`config.mk`:
```
export PLATFORM = sky130hd
export DESIGN_NAME = mqtt_receive_deframer_top_flat
export DESIGN_NICKNAME = d
export VERILOG_FILES = /design/src/hw/rtl/mrd_pkg.sv /design/src/hw/rtl/mrd_in_if.sv /design/src/hw/rtl/mrd_out_if.sv /design/src/hw/rtl/mrd_parser.sv /design/src/hw/rtl/mqtt_receive_deframer_top.sv /design/src/flat_wrapper.sv
export SDC_FILE = /design/constraint.sdc
export NUM_CORES = 1
export LEC_CHECK = 0
export BUFFER_PORTS_ARGS = -buffer_cell sky130_fd_sc_hd__buf_2
export CAP_MARGIN = 20
export CORE_UTILIZATION = 45
export CTS_CLUSTER_DIAMETER = 150
export DETAILED_ROUTE_END_ITERATION = 8
export GPL_TIMING_DRIVEN = 1
export SLEW_MARGIN = 10
export SYNTH_ARGS = -nofsm -noshare
export SYNTH_HDL_FRONTEND = slang
export SYNTH_HIERARCHICAL = 1
export SYNTH_SLANG_ARGS = --single-unit
```
`constraint.sdc`:
```
create_clock -name i_clk -period 4.3 [get_ports i_clk]
set_clock_uncertainty 0.15 [all_clocks]
set_input_delay 0.645 -clock i_clk [delete_from_list [all_inputs] [get_ports i_clk]]
set_output_delay 0.645 -clock i_clk [all_outputs]
set_load 0.005 [all_outputs]
```
`src/hw/rtl/mrd_pkg.sv`:
```
// Shared types and constants of the MQTT receive deframer.
package mrd_pkg;

    localparam int MAX_LENGTH_BYTES = 4;
    localparam int LEN_WIDTH        = 28;
    localparam int LEN_COUNT_WIDTH  = 3;
    localparam int TOPIC_WIDTH      = 16;
    localparam int LEN_GROUP_BITS   = 7;

    localparam logic [3:0] PKT_CONNACK = 4'd2;
    localparam logic [3:0] PKT_PUBLISH = 4'd3;

    localparam logic [2:0] CODE_UNKNOWN  = 3'd6;
    localparam logic [7:0] CODE_LAST_STD = 8'd5;

    typedef enum logic [3:0] {
        PH_HEADER = 4'b0001,
        PH_LENGTH = 4'b0010,
        PH_BODY   = 4'b0100,
        PH_BAD    = 4'b1000
    } t_phase;

    typedef enum logic [2:0] {
        KIND_TYPE    = 3'd0,
        KIND_LEN     = 3'd1,
        KIND_TOPIC   = 3'd2,
        KIND_PAYLOAD = 3'd3,
        KIND_OTHER   = 3'd4
    } t_kind;

    typedef struct packed {
        t_kind       kind;
        logic [3:0]  packet_type;
        logic [7:0]  data_byte;
        logic        last_in_packet;
        logic        connack_event;
        logic [2:0]  connack_code;
        logic        malformed;
    } t_result;

endpackage

```
`src/hw/rtl/mrd_in_if.sv`:
```
// Input byte channel of the deframer.
interface mrd_in_if;
    logic       valid;
    logic       ready;
    logic [7:0] rx_byte;

    modport source (output valid, output rx_byte, input ready);
    modport sink   (input valid, input rx_byte, output ready);
endinterface

```
`src/hw/rtl/mrd_out_if.sv`:
```
// Tagged byte channel of the deframer.
interface mrd_out_if;
    logic       valid;
    logic       ready;
    logic [2:0] byte_kind;
    logic [3:0] packet_type;
    logic [7:0] data_byte;
    logic       last_in_packet;
    logic       connack_event;
    logic [2:0] connack_code;
    logic       malformed;

    modport source (output valid, output byte_kind, output packet_type, output data_byte,
                    output last_in_packet, output connack_event, output connack_code,
                    output malformed, input ready);
    modport sink   (input valid, input byte_kind, input packet_type, input data_byte,
                    input last_in_packet, input connack_event, input connack_code,
                    input malformed, output ready);
endinterface

```
`src/hw/rtl/mrd_parser.sv`:
```
// Packet state of the deframer and the per-byte tagging logic.
module mrd_parser (
    input  logic            i_clk,
    input  logic            i_rst_n,
    input  logic            i_step,
    input  logic [7:0]      i_byte,
    output mrd_pkg::t_result o_res
);
    import mrd_pkg::*;

    t_phase                     r_phase,     n_phase;
    logic [3:0]                 r_type,      n_type;
    logic [3:0]                 r_flags,     n_flags;
    logic [LEN_WIDTH-1:0]       r_remaining, n_remaining;
    logic [LEN_COUNT_WIDTH-1:0] r_len_count, n_len_count;
    logic [LEN_WIDTH-1:0]       r_body_idx,  n_body_idx;
    logic [TOPIC_WIDTH-1:0]     r_topic_len, n_topic_len;
    logic                       r_pub_ok,    n_pub_ok;

    logic [LEN_WIDTH-1:0] w_len_add;
    logic [4:0]           w_shift;
    logic [LEN_WIDTH-1:0] w_rem_m1;
    logic [LEN_WIDTH-1:0] w_offset;
    logic [LEN_WIDTH:0]   w_diff;
    logic [TOPIC_WIDTH-1:0] w_topic_full;
    logic                 w_qos;

    assign w_shift      = 5'(r_len_count[1:0]) * 5'(LEN_GROUP_BITS);
    assign w_len_add    = LEN_WIDTH'(i_byte[6:0]) << w_shift;
    assign w_rem_m1     = r_remaining - LEN_WIDTH'(1);
    assign w_offset     = r_body_idx - LEN_WIDTH'(2);
    assign w_diff       = {1'b0, w_offset} - (LEN_WIDTH+1)'(r_topic_len);
    assign w_topic_full = {r_topic_len[15:8], i_byte};
    assign w_qos        = (r_flags[2:1] != 2'd0);

    always_comb begin
        n_phase     = r_phase;
        n_type      = r_type;
        n_flags     = r_flags;
        n_remaining = r_remaining;
        n_len_count = r_len_count;
        n_body_idx  = r_body_idx;
        n_topic_len = r_topic_len;
        n_pub_ok    = r_pub_ok;

        o_res                = '0;
        o_res.kind           = KIND_OTHER;
        o_res.data_byte      = i_byte;

        case (r_phase)
            PH_HEADER: begin
                n_type      = i_byte[7:4];
                n_flags     = i_byte[3:0];
                n_remaining = '0;
                n_len_count = '0;
                n_body_idx  = '0;
                n_topic_len = '0;
                n_pub_ok    = 1'b0;
                n_phase     = PH_LENGTH;
                o_res.kind  = KIND_TYPE;
            end
            PH_LENGTH: begin
                o_res.kind  = KIND_LEN;
                n_remaining = r_remaining + w_len_add;
                n_len_count = r_len_count + LEN_COUNT_WIDTH'(1);
                if (!i_byte[7]) begin
                    n_body_idx = '0;
                    if (n_remaining == '0) begin
                        o_res.last_in_packet = 1'b1;
                        n_phase              = PH_HEADER;
                    end else begin
                        n_phase = PH_BODY;
                    end
                end else if (n_len_count >= LEN_COUNT_WIDTH'(MAX_LENGTH_BYTES)) begin
                    n_phase = PH_BAD;
                end
            end
            PH_BODY: begin
                if (r_type == PKT_CONNACK) begin
                    if (r_body_idx == LEN_WIDTH'(1)) begin
                        o_res.connack_event = 1'b1;
                        o_res.connack_code  = (i_byte <= CODE_LAST_STD) ? i_byte[2:0]
                                                                        : CODE_UNKNOWN;
                    end
                end else if (r_type == PKT_PUBLISH) begin
                    if (r_body_idx == '0) begin
                        n_topic_len = {i_byte, 8'h00};
                    end else if (r_body_idx == LEN_WIDTH'(1)) begin
                        n_topic_len = w_topic_full;
                        n_pub_ok    = (w_rem_m1 >= LEN_WIDTH'(w_topic_full));
                    end else if (r_pub_ok) begin
                        if (w_diff[LEN_WIDTH]) begin
                            o_res.kind = KIND_TOPIC;
                        // packet id follows the topic when QoS is nonzero
                        end else if (!(w_qos && (w_diff[LEN_WIDTH-1:0] < LEN_WIDTH'(2)))) begin
                            o_res.kind = KIND_PAYLOAD;
                        end
                    end
                end
                n_remaining = w_rem_m1;
                n_body_idx  = r_body_idx + LEN_WIDTH'(1);
                if (w_rem_m1 == '0) begin
                    o_res.last_in_packet = 1'b1;
                    n_phase              = PH_HEADER;
                end
            end
            default: begin
                o_res.kind = KIND_OTHER;
            end
        endcase

        o_res.packet_type = n_type;
        o_res.malformed   = (n_phase == PH_BAD);
    end

    always_ff @(posedge i_clk) begin
        if (!i_rst_n) begin
            r_phase     <= PH_HEADER;
            r_type      <= '0;
            r_flags     <= '0;
            r_remaining <= '0;
            r_len_count <= '0;
            r_body_idx  <= '0;
            r_topic_len <= '0;
            r_pub_ok    <= 1'b0;
        end else if (i_step) begin
            r_phase     <= n_phase;
            r_type      <= n_type;
            r_flags     <= n_flags;
            r_remaining <= n_remaining;
            r_len_count <= n_len_count;
            r_body_idx  <= n_body_idx;
            r_topic_len <= n_topic_len;
            r_pub_ok    <= n_pub_ok;
        end
    end

    a_bad_sticky: assert property (@(posedge i_clk) disable iff (!i_rst_n)
        (r_phase == PH_BAD) |=> (r_phase == PH_BAD))
        else $error("left malformed phase without reset");

    a_last_to_header: assert property (@(posedge i_clk) disable iff (!i_rst_n)
        (i_step && o_res.last_in_packet) |=> (r_phase == PH_HEADER))
        else $error("packet end did not return to header phase");

    a_connack_type: assert property (@(posedge i_clk) disable iff (!i_rst_n)
        o_res.connack_event |-> (r_type == PKT_CONNACK && r_phase == PH_BODY))
        else $error("return code reported outside a CONNACK body");

    a_len_count: assert property (@(posedge i_clk) disable iff (!i_rst_n)
        (r_phase == PH_LENGTH) |-> (r_len_count < LEN_COUNT_WIDTH'(MAX_LENGTH_BYTES)))
        else $error("length byte count overran in length phase");

endmodule

```
`src/hw/rtl/mqtt_receive_deframer_top.sv`:
```
// Top level of the MQTT 3.1.1 receive deframer: input and result registers.
//
// One received byte enters per transfer on i_in and one tagged byte leaves per transfer
// on o_out, in order. Each byte waits in the input register until the result register can
// take it and then sits in the result register until taken; the block sustains one byte
// per cycle while o_out.ready is high. The packet state update for a byte happens in the
// cycle in which it moves from the input register to the result register. A length field
// with a continuation bit on its fourth byte sets a sticky malformed state that only reset
// clears; from then on every byte is tagged as other with malformed set.
module mqtt_receive_deframer_top (
    input  logic i_clk,
    input  logic i_rst_n,
    mrd_in_if.sink    i_in,
    mrd_out_if.source o_out
);
    import mrd_pkg::*;

    logic       r_in_valid;
    logic [7:0] r_in_byte;
    logic       r_out_valid;
    t_result    r_out;
    t_result    w_res;
    logic       w_advance;

    assign w_advance  = r_in_valid && (!r_out_valid || o_out.ready);
    assign i_in.ready = !r_in_valid || w_advance;

    mrd_parser u_parser (
        .i_clk   (i_clk),
        .i_rst_n (i_rst_n),
        .i_step  (w_advance),
        .i_byte  (r_in_byte),
        .o_res   (w_res)
    );

    always_ff @(posedge i_clk) begin
        if (!i_rst_n) begin
            r_in_valid  <= 1'b0;
            r_out_valid <= 1'b0;
        end else begin
            if (i_in.ready) begin
                r_in_valid <= i_in.valid;
            end
            if (w_advance) begin
                r_out_valid <= 1'b1;
            end else if (o_out.ready) begin
                r_out_valid <= 1'b0;
            end
        end
    end

    always_ff @(posedge i_clk) begin
        if (i_in.ready && i_in.valid) begin
            r_in_byte <= i_in.rx_byte;
        end
        if (w_advance) begin
            r_out <= w_res;
        end
    end

    assign o_out.valid          = r_out_valid;
    assign o_out.byte_kind      = r_out.kind;
    assign o_out.packet_type    = r_out.packet_type;
    assign o_out.data_byte      = r_out.data_byte;
    assign o_out.last_in_packet = r_out.last_in_packet;
    assign o_out.connack_event  = r_out.connack_event;
    assign o_out.connack_code   = r_out.connack_code;
    assign o_out.malformed      = r_out.malformed;

    a_hold_input: assert property (@(posedge i_clk) disable iff (!i_rst_n)
        (r_in_valid && !w_advance) |=> (r_in_valid && $stable(r_in_byte)))
        else $error("staged byte lost while result register stalled");

    a_hold_result: assert property (@(posedge i_clk) disable iff (!i_rst_n)
        (r_out_valid && !o_out.ready) |=> r_out_valid)
        else $error("result dropped without a transfer");

    a_advance_fills: assert property (@(posedge i_clk) disable iff (!i_rst_n)
        w_advance |=> (r_out_valid && r_out.data_byte == $past(r_in_byte)))
        else $error("result register did not take the staged byte");

endmodule

```
`src/flat_wrapper.sv`:
```
// flat-port wrapper written by rule: the top's interface ports become plain ports
module mqtt_receive_deframer_top_flat import mrd_pkg::*;
  (i_clk, i_rst_n, i_in_valid, i_in_rx_byte, i_in_ready, o_out_valid, o_out_byte_kind, o_out_packet_type, o_out_data_byte, o_out_last_in_packet, o_out_connack_event, o_out_connack_code, o_out_malformed, o_out_ready);
  mrd_in_if i_in_i ();
  mrd_out_if o_out_i ();
  input  logic i_clk;
  input  logic i_rst_n;
  input wire logic [$bits(i_in_i.valid)-1:0] i_in_valid;
  input wire logic [$bits(i_in_i.rx_byte)-1:0] i_in_rx_byte;
  output wire logic [$bits(i_in_i.ready)-1:0] i_in_ready;
  output wire logic [$bits(o_out_i.valid)-1:0] o_out_valid;
  output wire logic [$bits(o_out_i.byte_kind)-1:0] o_out_byte_kind;
  output wire logic [$bits(o_out_i.packet_type)-1:0] o_out_packet_type;
  output wire logic [$bits(o_out_i.data_byte)-1:0] o_out_data_byte;
  output wire logic [$bits(o_out_i.last_in_packet)-1:0] o_out_last_in_packet;
  output wire logic [$bits(o_out_i.connack_event)-1:0] o_out_connack_event;
  output wire logic [$bits(o_out_i.connack_code)-1:0] o_out_connack_code;
  output wire logic [$bits(o_out_i.malformed)-1:0] o_out_malformed;
  input wire logic [$bits(o_out_i.ready)-1:0] o_out_ready;
  assign i_in_i.valid = i_in_valid;
  assign i_in_i.rx_byte = i_in_rx_byte;
  assign i_in_ready = i_in_i.ready;
  assign o_out_valid = o_out_i.valid;
  assign o_out_byte_kind = o_out_i.byte_kind;
  assign o_out_packet_type = o_out_i.packet_type;
  assign o_out_data_byte = o_out_i.data_byte;
  assign o_out_last_in_packet = o_out_i.last_in_packet;
  assign o_out_connack_event = o_out_i.connack_event;
  assign o_out_connack_code = o_out_i.connack_code;
  assign o_out_malformed = o_out_i.malformed;
  assign o_out_i.ready = o_out_ready;
  mqtt_receive_deframer_top u_core (.i_clk(i_clk), .i_rst_n(i_rst_n), .i_in(i_in_i), .o_out(o_out_i));
endmodule
```
* Word level (Yosys, flattened, before mapping)
Index checks and enable logic that the tools add are counted.
Widths: inputs -> output; s select.
** Word-level totals
- Register bits after elaboration :: 118
** Operators by class
- $mul :: 1
- Add/subtract/negate cells :: 6
- Mux-type cells :: 36
- Shift-type cells :: 1
- $lt $le $gt $ge :: 4
- Reductions and logical operators :: 25
- Equality and inequality tests :: 14
** Operators with widths (number)
- $pmux 28 s3 :: 2
- $logic_not 28->1 :: 3
- $mux 16 :: 3
- $pmux 16 s2 :: 1
- $sub 28x16->29 :: 1
- $add 28x1->28 const B :: 1
- $add 28x28->28 :: 1
- $eq 28x1->1 const B :: 1
- $ge 28x16->1 :: 1
- $lt 28x2->1 const B :: 1
- $mux 28 :: 1
- $shl 7x5->28 :: 1
- $sub 28x1->28 const B :: 1
- $sub 28x2->28 const B :: 1
- $mux 3 :: 9
- $mux 4 :: 5
- $eq 4x2->1 const B :: 3
- $ne 2x2->1 const B :: 6
- $pmux 4 s3 :: 1
- $reduce_and 5->1 :: 2
- $mux 1 :: 9
- $pmux 3 s3 :: 1
- $le 8x3->1 const B :: 1
- $mux 8 :: 1
- 18 further kinds :: 30

* Longest topological paths before layout
- Depth in word-level cells :: 12
- Gate-level depth with buffers :: 18
- Mapped depth without buffers :: 17

* Cells and area by module
The synthesis kept the hierarchy.
** By module, submodules not included
- mrd_parser :: sequential area each 1721.7 sq um, cells an instance 1252, times used 1, area each 8983.6 sq um
- mqtt_receive_deframer_top :: sequential area each 910.9 sq um, cells an instance 38, times used 1, area each 974.7 sq um

* Least setup slack after synthesis
Ideal clock, no wire load.
- Kind :: reg-to-reg
- From :: register u_core.u_parser.r_body_idx[5]
- To :: register u_core.r_out, in the netlist u_core/o_out.byte_kind[2], data pin
- Clock period less this slack :: 4590 ps
- Path buffers :: 2
- Library setup time :: 146 ps
- Arrival time :: 4294 ps
- Stages on the path, launching flop included :: 19
- Path slack :: -290 ps
- Cells stage by stage :: dfxtp_1 -> buf_4 -> nor4_4 -> nand2_2 -> clkbuf_1 -> or3_1 -> or2_2 -> nor2_1 -> xor2_1 -> ha_1 -> o21ai_0 -> nor2_1 -> nor3_1 -> a211o_1 -> a31o_1 -> a2111oi_2 -> nand4_1 -> or4_1 -> a21oi_1
** RTL lines
- start, declared :: RTL line mrd_parser.sv:16 : logic [LEN_WIDTH-1:0] r_body_idx, n_body_idx;
- start signal, assigned :: RTL line mrd_parser.sv:132 : r_body_idx <= n_body_idx;
- end signal, assigned :: RTL line mqtt_receive_deframer_top.sv:57 : r_out <= w_res;
- end, declared :: RTL line mqtt_receive_deframer_top.sv:21 : t_result r_out;

* Final worst setup path
- From :: register u_core.r_in_byte[5]
- To :: register u_core.u_parser.r_phase[0]
** Between the ends
- Longest elaborated chain between the ends :: 6
** Ends and longest elaborated chain
- start, declared :: RTL line mqtt_receive_deframer_top.sv:19 : logic [7:0] r_in_byte;
- start signal, assigned :: RTL line mqtt_receive_deframer_top.sv:54 : r_in_byte <= i_in.rx_byte;
- $shl 7x5->28 :: RTL line mrd_parser.sv:29 : assign w_len_add = LEN_WIDTH'(i_byte[6:0]) << w_shift;
- $add 28x28->28 :: RTL line mrd_parser.sv:64 : n_remaining = r_remaining + w_len_add;
- $logic_not 28->1 :: RTL line mrd_parser.sv:68 : if (n_remaining == '0) begin
- $mux 3 :: RTL line mrd_parser.sv:68
- $mux 4 :: RTL line mrd_parser.sv:66 : if (!i_byte[7]) begin
- $pmux 4 s3 :: RTL line mrd_parser.sv:50 : case (r_phase)
- end signal, assigned :: RTL line mrd_parser.sv:127 : r_phase <= n_phase;
- end, declared :: RTL line mrd_parser.sv:11 : t_phase r_phase, n_phase;
No other way between the ends.
A chain may end at the register's enable or synchronous reset.

==> run_results.csv <==
group,metric,value,unit
pwr,p_sw,1.02,mW
layout,stdcell_count,1665,
timing,finalSetupViolCount,0,
critical_path,reg2reg_from,"u_core/r_in_byte[5]",
global_routing,antenna_found_initial,1,
critical_path,setup.worst_path.start,"u_core/r_in_byte[5]",
yosys,synth_edf_count,29,
timing,clock.fmax,242,MHz
yosys,yosys_warnings,6,
pwr,power_density,284,mW/mm^2
timing,period_share,96.3,%
cts,cts_num_sinks,117,
critical_path,crit_arrival,4.35,ns
floorplanning,die_w,151,microns
critical_path,critPathRequiredTime,4.51,ns
floorplanning,rows,54,
worst_hold_path,hp-start,"i_in_rx_byte[3]",
timing,drv_slew,0,
timing,period_minus_slack,4.14,ns
pwr,ir_drop,0.264,mV
floorplanning,core_area,0.0218,sq mm
pwr,combinationalPowerShare,19.1,%
place,io_buffers,34,
layout,fillers,2087,
worst_hold_path,hold_path_depth,1,
pwr,power_frac_seq,36.0,%
critical_path,r2r_cells,12,
place,place_area,0.0109,sq mm
drt,antenna_left,0,
drt,wl,32.7,mm
timing,finalHoldViolations,0,
drt,routedWlPerCell,19.7,microns
drt,drt-initial-drc-count,907,
cts,clkLatencyLatePin,0.42,ns
drt,num_vias,10100,
yosys,ys.flop_type,"dfxtp_1",
timing,worstMarginPinSlew,1.07,ns
timing,rsz0062_at_grt,"true",
yosys,yosysSeqAreaShare,26.4,%
layout,multiInputGateArea,0.00702,sq mm
global_routing,grt_usage,28.9,%
yosys,ys_ff_latch,117,
drt,drc,0,
cts,tritoncts,"built",
global_routing,grt_overflow_total,0,
global_routing,grt_max_degree,56,
critical_path,rrSetupSlack,0.16,ns
place,hpwl,24.2,mm
yosys,synth_nets,1370,
critical_path,crit_path_start_kind,"flop",
drt,dr.pass1.iters,5,
yosys,syn-cell-area,0.00996,sq mm
critical_path,cp-end-kind,"flop",
layout,final_layout_size_suffix_gt1_share,19.5,%
cts,htreeDepth,4,
layout,antennaDiodeCount,0,
layout,layout.nets,1452,
yosys,async_flop_share,0,%
critical_path,path_class,"flop to flop",
yosys,ys_types,89,
cts,cts-buffers-inserted,17,
pwr,internal_power,2.34,mW
layout,fin_area,0.0119,sq mm
place,gp_congestion,0.950,
yosys,syn_inst,1290,
critical_path,cp_max_fo,6,
floorplanning,die_y,151,microns
pwr,power_leakage,4.74,nW
drt,drt-vias-per-instance,6.09,
cts,cts_root_buf,"clkbuf_16",
cts,cts_buffer_depth,2,
layout,seqCellArea,0.00264,sq mm
cts,path_clk_slew,0.07,ns
pwr,p_sw_share,30.4,%
timing,holdWs,0.247,ns
critical_path,r2r-end,"u_core/u_parser/r_phase[0]",
floorplanning,io-pin-count,35,
job,cap_violations,0,
place,place_inst,1625,
worst_hold_path,hold_class,"input pin to flop",
layout,syn_to_final_growth,19.2,%
cts,ctsHoldBuffers,0,
global_routing,grt_pass1_vias,9123,
timing,slew_headroom,28.5,%
critical_path,endpoint,"u_core/u_parser/r_phase[0]",
global_routing,grt_pass1_wl,50.6,mm
run_status,status,"finished, final reports clean",
pwr,power_frac_clock,44.9,%
yosys,syn_area_per_cell,7.72,sq um
floorplanning,initial_utilization,45.8,%
floorplanning,die-area,0.0227,sq mm
## placed cells by master (no fill, tap or decap), drive strengths merged, types with 12 or more instances in the layout
master,synthesis,layout
dfxtp,88,88
edfxtp,29,29
nand4,29,29
nand3,43,43
xnor2,44,44
xor2,42,42
nor2,146,146
inv,55,63
clkbuf,57,17
a211oi,14,14
nand2,115,115
and3,22,22
a21o,17,17
or4,12,12
nor4,24,24
or3,22,22
nor2b,14,14
a21oi,92,92
nor3,60,60
ha,66,66
buf,29,149
o21ai,63,63
and2,21,21
## cells by family after synthesis
group                    after synthesis  synth area share [%]
flip-flops                           117                  26.4
XOR/XNOR                              86                  7.71
multiplexers                          12                  1.29
AO/OA/AOI/OAI                        312                  21.1
AND/OR/NAND/NOR                      554                  28.8
adder cells (fa/ha/maj)               68                  8.69
buffers and inverters                141                  5.98
## registers in the layout, summed over array words and instances, names as in the netlist, 2 cells and up
signal	cells
u_core/o_out.byte_kind	3
u_core/o_out.connack_code	3
u_core/o_out.data_byte	8
u_core/o_out.packet_type	4
u_core/r_in_byte	8
u_core/u_parser/r_body_idx	28
u_core/u_parser/r_flags	2
u_core/u_parser/r_len_count	3
u_core/u_parser/r_phase	4
u_core/u_parser/r_remaining	28
u_core/u_parser/r_topic_len	16
u_core/u_parser/r_type	4
## stage by stage
step | setup WS, ns | TNS, ns | util [%] | power (mW)
after detailed placement | -0.186 | -0.660 | 50.3 | 1.85
after global placement | -0.179 | -0.667 | 50.3 | 1.84
final | 0.160 | 0 | 54.6 | 3.37
after CTS | 0.0215 | 0 | 53.4 | 3.36
after floorplan | 0.00795 | 0 | - | 1.65
after global routing | -0.0293 | -0.0670 | 54.6 | 3.51
## layer usage
layer	vias up	track usage [%]	routed length (microns)
li1	4883	-	-
met1	4873	41.8	15600
met2	335	44.3	14500
met4	0	8.60	643
met3	41	3.97	1970
met5	-	0	0
## cell type report
cell class                 instances  area share, %
clock buffer                      17           3.58
clock inverter                    15           1.58
inverter                          55           1.74
multi-input combinational       1032           59.1
sequential                       117           22.2
tap                              280           2.95
timing repair buffer             149           8.84
## worst min-delay path by stage
stage	end	slack, ns
finish	u_core/r_in_byte[3]	0.25
global placement	u_core/u_parser/r_topic_len[0]	0.29
detailed placement	u_core/u_parser/r_topic_len[0]	0.29
global route	u_core/r_in_byte[3]	0.23
CTS	u_core/r_in_byte[3]	0.23
floorplan	u_core/u_parser/r_topic_len[0]	0.28
## power groups by stage
stage               combinational [mW]  clock (mW)  sequential [mW]
floorplan                        0.436           0             1.21
global placement                 0.609           0             1.23
detailed placement               0.614           0             1.23
CTS                              0.624        1.53             1.21
global route                     0.712        1.58             1.21
finish                           0.644        1.51             1.21
## synthesized netlist by cell type (8+ instances only)
cell	number	area share (%)
buf_2	13	0.65
dfxtp_1	88	18
xor2_1	42	3.7
inv_1	54	2.0
or4_1	10	0.75
buf_4	11	0.83
ha_1	66	8.3
o221ai_1	8	0.70
and3_1	22	1.4
a21oi_1	88	4.4
nand3_1	43	2.2
nor2_1	146	5.5
nor2b_1	13	0.82
o21ai_0	56	2.8
nor4_1	19	1.2
nand2b_1	11	0.69
a211oi_1	13	0.98
a31oi_1	11	0.69
nand2_1	114	4.3
a221oi_1	10	0.88
and4_1	8	0.70
nor3_1	60	3.0
and2_1	20	1.3
xnor2_1	42	3.7
a22oi_1	10	0.75
or3_1	21	1.3
a21o_1	17	1.3
nand4_1	28	1.8
o21a_1	9	0.68
edfxtp_1	29	8.7
clkbuf_1	56	2.1
## repair_timing
item	CTS	global route
pin swaps	1	18
hold endpoints to repair	0	0
endpoints found under the setup margin	5	6
setup buffers	4	4
resized for setup	5	51
## critical path, cell delays in order (launching register included)
cell and delay, ns:
edfxtp_1 0.62, inv_1 0.12, nor3_1 0.19, ha_1 0.35
a21o_1 0.26, or3_1 0.40, a211o_1 0.34, a21o_1 0.20
a2111oi_1 0.40, nand4b_1 0.23, or4_4 0.54, buf_4 0.15
o21ai_2 0.11
Note: power is estimated with default switching activity, not from simulation.
